File: src/design/mopq_pkg.sv
package mopq_pkg;

   // operation codes
   localparam logic [1:0] OP_INSERT  = 2'd0;
   localparam logic [1:0] OP_ADVANCE = 2'd1;
   localparam logic [1:0] OP_RETIRE  = 2'd2;

   // status codes
   localparam logic [1:0] ST_DONE  = 2'd0;
   localparam logic [1:0] ST_FULL  = 2'd1;
   localparam logic [1:0] ST_EMPTY = 2'd2;

   localparam int SRC_W   = 4;
   localparam int STAMP_W = 32;
   localparam int OCC_W   = 5;

   typedef struct packed {
      logic [SRC_W-1:0]   src;
      logic [STAMP_W-1:0] stamp;
   } entry_type;

   // operation broadcast to every cell, already qualified against full/empty
   typedef struct packed {
      logic insert;
      logic advance;
      logic retire;
   } cell_ctl_type;

   // what a cell shows its neighbors
   typedef struct packed {
      entry_type ent;
      logic      valid;
      logic      gt;
   } link_type;

endpackage

File: src/design/mopq_cell.sv
module mopq_cell (
   input  logic                   clock,
   input  mopq_pkg::cell_ctl_type ctl,
   input  mopq_pkg::entry_type    new_ent,
   input  logic                   first,
   input  logic                   occ,
   input  mopq_pkg::link_type     left,
   input  mopq_pkg::link_type     right,
   output mopq_pkg::link_type     self
);

   mopq_pkg::entry_type ent_ff;
   mopq_pkg::entry_type ent_in;

   logic gt;
   logic ins_here;
   logic adv_vl;
   logic adv_gl;
   logic adv_here;

   // new entry goes before this one (strictly earlier)
   assign gt = occ && (new_ent.stamp < ent_ff.stamp);

   // first free slot takes the entry when nothing held is later; the head cell has no left
   assign ins_here = (gt && !left.gt) || (!occ && (first || left.valid) && !left.gt);

   // advance view: head removed, so this cell's left neighbor is itself
   assign adv_vl   = first || occ;
   assign adv_gl   = !first && gt;
   assign adv_here = (right.gt && !adv_gl) || (!right.valid && adv_vl && !adv_gl);

   always_comb begin
      ent_in = ent_ff;
      if (ctl.insert) begin
         if (left.gt) begin
            ent_in = left.ent;
         end else if (ins_here) begin
            ent_in = new_ent;
         end
      end else if (ctl.advance) begin
         if (adv_gl) begin
            ent_in = ent_ff;
         end else if (adv_here) begin
            ent_in = new_ent;
         end else begin
            ent_in = right.ent;
         end
      end else if (ctl.retire) begin
         ent_in = right.ent;
      end
   end

   always_ff @(posedge clock) begin
      ent_ff <= ent_in;
   end

   assign self.ent   = ent_ff;
   assign self.valid = occ;
   assign self.gt    = gt;

endmodule

File: src/design/merge_order_priority_queue_top.sv
// channel   | ports                                               | direction
// ----------+-----------------------------------------------------+----------
// request   | start, busy (out), req_operation, req_source_id,    | in
//           | req_timestamp                                       |
// response  | rsp_valid, rsp_head_valid, rsp_head_source,         | out
//           | rsp_head_time, rsp_occupancy, rsp_status            |
//
// one transaction is taken every cycle; busy stays low
// the response appears in the cycle after the request and lasts one cycle
// insert, advance and retire each take effect inside the cell row; the response shows the updated row
// synchronous active-high reset empties the queue; entry contents stay undefined
// the receiver cannot stall, so no response is ever held back
module merge_order_priority_queue_top #(
   parameter int MAX_SOURCES = 16
) (
   input  logic                          clock,
   input  logic                          reset,
   input  logic                          start,
   output logic                          busy,
   input  logic [1:0]                    req_operation,
   input  logic [mopq_pkg::SRC_W-1:0]    req_source_id,
   input  logic [mopq_pkg::STAMP_W-1:0]  req_timestamp,
   output logic                          rsp_valid,
   output logic                          rsp_head_valid,
   output logic [mopq_pkg::SRC_W-1:0]    rsp_head_source,
   output logic [mopq_pkg::STAMP_W-1:0]  rsp_head_time,
   output logic [mopq_pkg::OCC_W-1:0]    rsp_occupancy,
   output logic [1:0]                    rsp_status
);

   localparam int CW = $clog2(MAX_SOURCES + 1);

   logic [CW-1:0] count_ff;
   logic [CW-1:0] count_in;
   logic          rsp_valid_ff;
   logic [1:0]    status_ff;
   logic [1:0]    status_in;

   logic accept;
   logic full;
   logic empty;

   mopq_pkg::cell_ctl_type ctl;
   mopq_pkg::entry_type    new_ent;
   mopq_pkg::link_type     links [MAX_SOURCES];
   mopq_pkg::link_type     edge_link;

   logic [CW+mopq_pkg::OCC_W-1:0] count_wide;

   // every cycle is open for a new transaction
   assign busy   = 1'b0;
   assign accept = start && !busy;
   assign full   = (count_ff == CW'(MAX_SOURCES));
   assign empty  = (count_ff == '0);

   // qualify the operation so cells only see changes that really happen
   always_comb begin
      ctl       = '0;
      status_in = mopq_pkg::ST_DONE;
      count_in  = count_ff;
      if (accept) begin
         unique case (req_operation)
            mopq_pkg::OP_INSERT: begin
               if (full) begin
                  status_in = mopq_pkg::ST_FULL;
               end else begin
                  ctl.insert = 1'b1;
                  count_in   = count_ff + CW'(1);
               end
            end
            mopq_pkg::OP_ADVANCE: begin
               if (empty) begin
                  status_in = mopq_pkg::ST_EMPTY;
               end else begin
                  ctl.advance = 1'b1;
               end
            end
            mopq_pkg::OP_RETIRE: begin
               if (empty) begin
                  status_in = mopq_pkg::ST_EMPTY;
               end else begin
                  ctl.retire = 1'b1;
                  count_in   = count_ff - CW'(1);
               end
            end
            default: begin
               // unused code: report the queue untouched
            end
         endcase
      end
   end

   // advance reinserts the head's own source with the new timestamp
   assign new_ent.src   = (req_operation == mopq_pkg::OP_ADVANCE) ? links[0].ent.src
                                                                  : req_source_id;
   assign new_ent.stamp = req_timestamp;

   // row ends: nothing beyond either side
   assign edge_link = '0;

   genvar i;
   generate
      for (i = 0; i < MAX_SOURCES; i++) begin : g_cell
         mopq_cell u_cell (
            .clock   (clock),
            .ctl     (ctl),
            .new_ent (new_ent),
            .first   (i == 0),
            .occ     (CW'(i) < count_ff),
            .left    ((i == 0) ? edge_link : links[(i == 0) ? 0 : i - 1]),
            .right   ((i == MAX_SOURCES - 1) ? edge_link
                                             : links[(i == MAX_SOURCES - 1) ? i : i + 1]),
            .self    (links[i])
         );
      end
   endgenerate

   always_ff @(posedge clock) begin
      if (reset) begin
         count_ff     <= '0;
         rsp_valid_ff <= 1'b0;
      end else begin
         count_ff     <= count_in;
         rsp_valid_ff <= accept;
      end
      status_ff <= status_in;
   end

   // response reads the updated row directly
   assign count_wide      = {{mopq_pkg::OCC_W{1'b0}}, count_ff};
   assign rsp_valid       = rsp_valid_ff;
   assign rsp_head_valid  = !empty;
   assign rsp_head_source = empty ? '0 : links[0].ent.src;
   assign rsp_head_time   = empty ? '0 : links[0].ent.stamp;
   assign rsp_occupancy   = count_wide[mopq_pkg::OCC_W-1:0];
   assign rsp_status      = status_ff;

`ifndef ASSERT_OFF
   a_count_bound : assert property (@(posedge clock) disable iff (reset)
      count_ff <= CW'(MAX_SOURCES))
      else $error("queue count above capacity");

   a_rsp_follows : assert property (@(posedge clock) disable iff (reset)
      accept |=> rsp_valid)
      else $error("response missing after request");

   a_full_flag : assert property (@(posedge clock) disable iff (reset)
      (rsp_valid && rsp_status == mopq_pkg::ST_FULL) |-> full && $stable(count_ff))
      else $error("full status with room left");

   a_empty_flag : assert property (@(posedge clock) disable iff (reset)
      (rsp_valid && rsp_status == mopq_pkg::ST_EMPTY) |-> !rsp_head_valid)
      else $error("empty status with entries held");
`endif

endmodule
File: config.mk
export PLATFORM = sky130hd
export DESIGN_NAME = merge_order_priority_queue_top
export DESIGN_NICKNAME = d
export VERILOG_FILES = /design/src/design/mopq_pkg.sv /design/src/design/mopq_cell.sv /design/src/design/merge_order_priority_queue_top.sv
export SDC_FILE = /design/constraint.sdc
export NUM_CORES = 2
export LEC_CHECK = 0
export BUFFER_PORTS_ARGS = -buffer_cell sky130_fd_sc_hd__buf_2
export CORE_MARGIN = 2
export CORE_UTILIZATION = 45
export CTS_CLUSTER_SIZE = 20
export DETAILED_ROUTE_END_ITERATION = 8
export GPL_TIMING_DRIVEN = 1
export PLACE_DENSITY_LB_ADDON = 0.25
export SYNTH_ARGS = -nofsm -noshare
export SYNTH_HDL_FRONTEND = slang
export SYNTH_SLANG_ARGS = --single-unit
File: constraint.sdc
create_clock -name clock -period 19.3 [get_ports clock]
set_clock_uncertainty 0.15 [all_clocks]
set_input_delay 1.93 -clock clock [delete_from_list [all_inputs] [get_ports clock]]
set_output_delay 1.93 -clock clock [all_outputs]
set_load 0.01 [all_outputs]
---- After elaboration in Yosys (flattened, before gate mapping) ----
Cells that the tools add are included.
storage, ports and cells
  bits in registers ....................... 584
  bits in latches ......................... 0
  memory bits (writable) .................. 0
  logic and storage cells ................. 295
  memories ................................ 0
  ROM bits ................................ 0
  output and inout port bits .............. 46
cells by class
  multiply operators ...................... 0
  bitwise gates (word level) .............. 0
  magnitude comparators ................... 32
  $add $sub $neg .......................... 2
  div/mod/pow operators ................... 0
  reduce and logical (&&, ||, !) cells .... 121
  shift operators ......................... 0
  eq/ne operators ......................... 8
  muxes and demuxes ....................... 97
operators by type and width
  operator               count
  $mux W36               82
  $lt A32 B32 Y1         16
  $logic_and A1 B1 Y1    62
  $lt A4 B5 Y1 const A   8
  $logic_not A1 Y1       33
  $mux W32               1
  $lt A3 B5 Y1 const A   4
  $logic_or A1 B1 Y1     17
  $lt A1 B5 Y1 const A   2
  $lt A2 B5 Y1 const A   2
  $mux W5                2
  $pmux W5 S2            1
  $mux W4                2
  $mux W1                6
  $reduce_and A2 Y1      3
  $add A5 B1 Y5 const B  1
  $eq A5 B5 Y1 const B   1
  $logic_not A5 Y1       1
  $sub A5 B1 Y5 const B  1
  $ne A2 B2 Y1 const B   2
  $pmux W2 S2            1
  $reduce_and A4 Y1      1
  $mux W3                1
  $ne A3 B1 Y1 const B   1
  9 further kinds        9

---- Depth between registers and ports, before layout ----
  depth after elaboration ................. 9
  gate-level depth with buffers ........... 14
  mapped depth without buffers ............ 12

---- Modules after synthesis ----
A second synthesis with hierarchy kept.
second synthesis, totals
  cell total of the unflattened synthesis .. 5,709
  area, all modules ....................... 54,110.6 um2
by module, submodules not included
  module                             area each (um2)  cells each  seq. area each (um2)  instances
  mopq_cell at g_cell[0].u_cell ...  3,249.4          333         1,081.0               15
  mopq_cell at g_cell[9].u_cell      4,393.0          583         1,081.0               1
  merge_order_priority_queue_top     977.2            131         160.2                 1

---- Worst setup path before layout ----
No wires, ideal clock.
  kind .................................... input -> register
  start point ............................. input req_operation[1]
  end point ............................... register g_cell[15].u_cell.ent_ff (netlist bit g_cell[15].u_cell.self[10]), enable pin
  required time ........................... 18.751 ns
  stages .................................. 10
  arrival ................................. 14.158 ns
  setup time .............................. 0.399 ns
  setup slack ............................. 4.593 ns
  path buffers ............................ 3
  cell sequence ........................... inv_1 -> ha_1 -> clkbuf_1 -> nand3_2 -> nand2_1 -> buf_2 -> buf_1 -> a31oi_1 -> inv_1 -> o31a_1
on the way
  longest elaborated chain between the ends .. 5
  elaborated cells between the ends (all ways) .. 10
ends and longest elaborated chain
  what                                                                 line                                  source
  start: declaration                                                   merge_order_priority_queue_top.sv:20  input logic [1:0] req_operation,
  $eq A2 B1 Y1 (tied with other cells)                                 merge_order_priority_queue_top.sv:62  unique case (req_operation)
  $mux W1                                                              merge_order_priority_queue_top.sv:62
  $mux W3 (*)                                                          merge_order_priority_queue_top.sv:61  if (accept) begin
  $ne A3 B3 Y1 (no line) / $reduce_bool A3 Y1 (equally long branches)  n/a
  $reduce_and A2 Y1 (no line) (*)                                      n/a
  end signal: assignment                                               mopq_cell.sv:54                       ent_ff <= ent_in;
  end: declaration                                                     mopq_cell.sv:12                       mopq_pkg::entry_type ent_ff;
Every way passes the cells marked *; elsewhere a longest branch is shown, timed or not.
A chain may end at the register's enable or synchronous reset.

---- Final worst setup path ----
  start point ............................. input req_operation[1]
  end point ............................... register g_cell[13].u_cell.ent_ff (netlist bit g_cell[13].u_cell.self[7]), enable pin
on the way
  longest elaborated chain between the ends .. 4
  elaborated cells between the ends (all ways) .. 8
ends and longest elaborated chain
  what                                  line
  $eq A2 B2 Y1 (tied with other cells)  merge_order_priority_queue_top.sv:62
  $mux W1                               merge_order_priority_queue_top.sv:62
  $mux W3 (*)                           merge_order_priority_queue_top.sv:61
  $reduce_bool A3 Y1 (no line) (*)      n/a
  end signal: assignment                mopq_cell.sv:54
  end: declaration                      mopq_cell.sv:12
Marks and branches as above.

==> run summary <==
H-tree depth: 3
hold depth: 1
Worst Setup Path Type: input pin to register
Finished Cell Area: 0.0557 sq mm
total power: 4.03 mW
compound-gate portion of the synthesized area: 29.8%
Starting Density: 45.2%
Die H: 342 microns
fmax: 0.138 GHz
Site Rows: 124
crit path DAT: 7.36 ns
PortBufs: 85
Setup crit start kind: input pin
Tcrit/Tclk final: 37.5%
Post-Place Cell Area: 0.0534 sq mm
Setup Buffers After CTS: 0
nets@finish: 6025
Synth Area in XOR/XNOR: 0.0680%
worst hold path class: register to register
top cell type's share of synthesized area: 33.6%
vias in the first global route: 45000
total wire length: 174 mm
Avg Cell Area, Syn: 9.18 sq um
max-slew violations: 0
Slew @ Worst Pin: 1.25 ns
WHS Endpoint: g_cell[14].u_cell.self[6]$_DFFE_PP_
reg-to-reg startpoint: rsp_occupancy[1]$_SDFFE_PP0P_
LEAKAGE: 21.6 nW
CP max-delay cell: nand3_2
Syn. warnings: 0
Slew Limit Headroom: 16.0%
Post-synth EDFFs: 576
num ports: 87
Clock Pin Slew Worst Setup and Hold Paths: 0.05 ns
CTS tree: done
Top cell by count, worst path: buf_4
Final Critical Period: 7.23 ns
Chip Width: 342 microns
dominant cells by area after synthesis: edfxtp_1 34%, ha_1 12%, mux2i_1 5.2%
routed vias/inst: 6.74
final setup vio count: 0
initial antenna violation count: 1
CP peak stage delay: 0.95 ns
hold path startpoint: g_cell[15].u_cell.self[6]$_DFFE_PP_
DPL Wire Length: 128 mm
routability cong.: 0.902
setup TNS: 0 ns
Syn Inst Count: 5613
TritonCTS sink count: 584
CTS buffer count: 74
first-pass GRT wire length: 270 mm
CTS root buffer: clkbuf_16
Cell Area, Synth: 0.0515 sq mm
final hold violation count: 0
DR iter-0 viols: 5801
CP Cell Sequence: buf_2 -> inv_1 -> ha_1 -> nand3_2 -> nand2_4 -> a31oi_1 -> inv_8 -> buf_4 -> buf_4 -> buf_4
Post-Place Setup Slack: 11.45 ns
asr flop ratio synth: 0%
Max-cap violations: 0
largest net degree at the start of global routing: 89
status: complete, no violations
CP Max Fanout: 88
Worst VDD drop: 0.0596 mV
dpl cells: 6917
All-Layer GR Usage: 28.9%
delay-heaviest family, CP: buffers and inverters
largest family of logic cells by synthesized area: compound AO/OA/AOI/OAI gates
vias: 47500
Area Overhead vs Synth: 8.14%
syn nets: 6157
quantity of hold-fixing buffers added after cts: 0
Reg-to-Reg End: g_cell[13].u_cell.self[7]$_DFFE_PP_
Worst Setup End Kind: register
post-cts resize count: 0
drt wl/cell: 24.7 microns
r2r setup slk: 12.46 ns
clock latency at the later pin of the worst-skew pair: 0.66 ns
CP bufs+invs: 6
post-synth top area cell: edfxtp_1
post-synthesis simple-gate area fraction: 10.5%
Critical Path RT: 19.43 ns
worst setup margin: 12.07 ns
post-route ant nets: 0
Non-Filler Instances: 7050
die area: 0.117 sq mm
Residual DRC: 0
mux contribution to synthesized area: 5.88%
unrepaired setup endpoints after global routing: false
cells on worst reg2reg path: 13
flops & latches, synth: 584
ys flop type: edfxtp_1
Core ar.: 0.114 sq mm
Unique masters post-synth: 102
maximum clock path buffer count: 3
TritonRoute pass-1 iters: 7
share of layout cells above drive strength 1: 7.91%
power per cell area: 72.4 mW/mm^2
Seq/Total Area, Yosys: 33.9%
Synth Area in Adders: 12.2%
Remaining Overflow, GRT: 0
-- routing by layer --
layer / wire (microns) / global-route usage [%]
met5: 0 / 0
met4: 7010 / 11.3
met3: 16000 / 4.74
met2: 75600 / 44.2
met1: 75200 / 40.6
-- how the worst max path moves through the flow --
| stage | from | cells past startpoint | slack, ns | end |
|---|---|---|---|---|
| after CTS | req_operation[1] | 10 | 12.12 | g_cell[14].u_cell.self[23]$_DFFE_PP_ |
| after global placement | req_operation[1] | 10 | 11.62 | g_cell[13].u_cell.self[7]$_DFFE_PP_ |
| after global routing | req_operation[1] | 10 | 11.83 | g_cell[12].u_cell.self[27]$_DFFE_PP_ |
| after detailed placement | req_operation[1] | 10 | 11.45 | g_cell[14].u_cell.self[8]$_DFFE_PP_ |
| final | req_operation[1] | 10 | 12.07 | g_cell[13].u_cell.self[7]$_DFFE_PP_ |
| after floorplan | req_operation[1] | 10 | 4.59 | g_cell[15].u_cell.self[10]$_DFFE_PP_ |
-- stage by stage --
step                      hold slack, ns  utilization [%]
after floorplan                    0.396                -
after global placement             0.406             46.9
after detailed placement           0.417             46.9
after CTS                          0.432             48.9
after global routing               0.447             48.9
final                              0.430             48.9
-- layout make-up --
class / count / area [sq um]
clock buffers: 96 / 2000
fillers: 10700 / 58300
well taps: 1512 / 1890
clock inverters: 36 / 300
repair buffers: 222 / 1450
multi-input cells: 4045 / 30500
inverters: 554 / 2090
flip-flops and latches: 584 / 17500
diodes: 1 / 2.50
-- synthesized netlist by cell type (all sizes together), types with 8 or more instances --
cell       n
edfxtp   576
inv      554
ha       503
a21oi    424
nand2    365
nor2     271
mux2i    267
o211ai   267
clkbuf   255
o21ai    227
a22oi    221
nand3    206
a221o    182
buf      175
a211oi   105
nor3     103
o221ai    95
a222oi    91
a22o      88
a21o      79
nand4     72
a2111oi   42
o22ai     39
o32ai     34
mux2      32
a2bb2oi   28
a31oi     24
nand2b    21
and2      19
and3      17
and4      17
o21a      17
a221oi    16
a32oi     15
a211o     14
nor2b     13
o2111ai   13
a21boi    10
nor4      10
o2bb2ai   10
or3        9
dfxtp      8
o21bai     8
or2        8
or4        8
-- cells by family (layout without fill, tap and decap cells) --
group / after synthesis / after routing
AO/OA/AOI/OAI: 2088 / 2088
XOR/XNOR: 4 / 4
adder cells (fa/ha/maj): 503 / 503
buffers and inverters: 984 / 908
flip-flops: 584 / 584
multiplexers: 299 / 299
other: 1 / 2
AND/OR/NAND/NOR: 1150 / 1150
-- cell usage in the layout (no fill, tap or decap), types with 197 or more instances in the layout --
cell type,count
edfxtp_1,576
inv_1,552
ha_1,503
a21oi_1,413
nand2_1,362
mux2i_1,267
o211ai_1,267
nor2_1,252
a22oi_1,219
nand3_1,203
o21ai_0,197
-- power breakdown --
part | leakage, nW | internal [mW] | total (mW) | switching, mW
combinational | 15.0 | 0.368 | 0.990 | 0.622
clock | 1.12 | 0.795 | 1.38 | 0.587
sequential | 5.44 | 1.55 | 1.66 | 0.114
total | 21.6 | 2.71 | 4.03 | 1.32
-- state kept, by name (all words and copies together), names as in the netlist --
signal              count
rsp_occupancy           5
rsp_valid               1
rsp_status              2
g_cell.u_cell.self    576
Note: power is estimated with default switching activity, not from simulation.
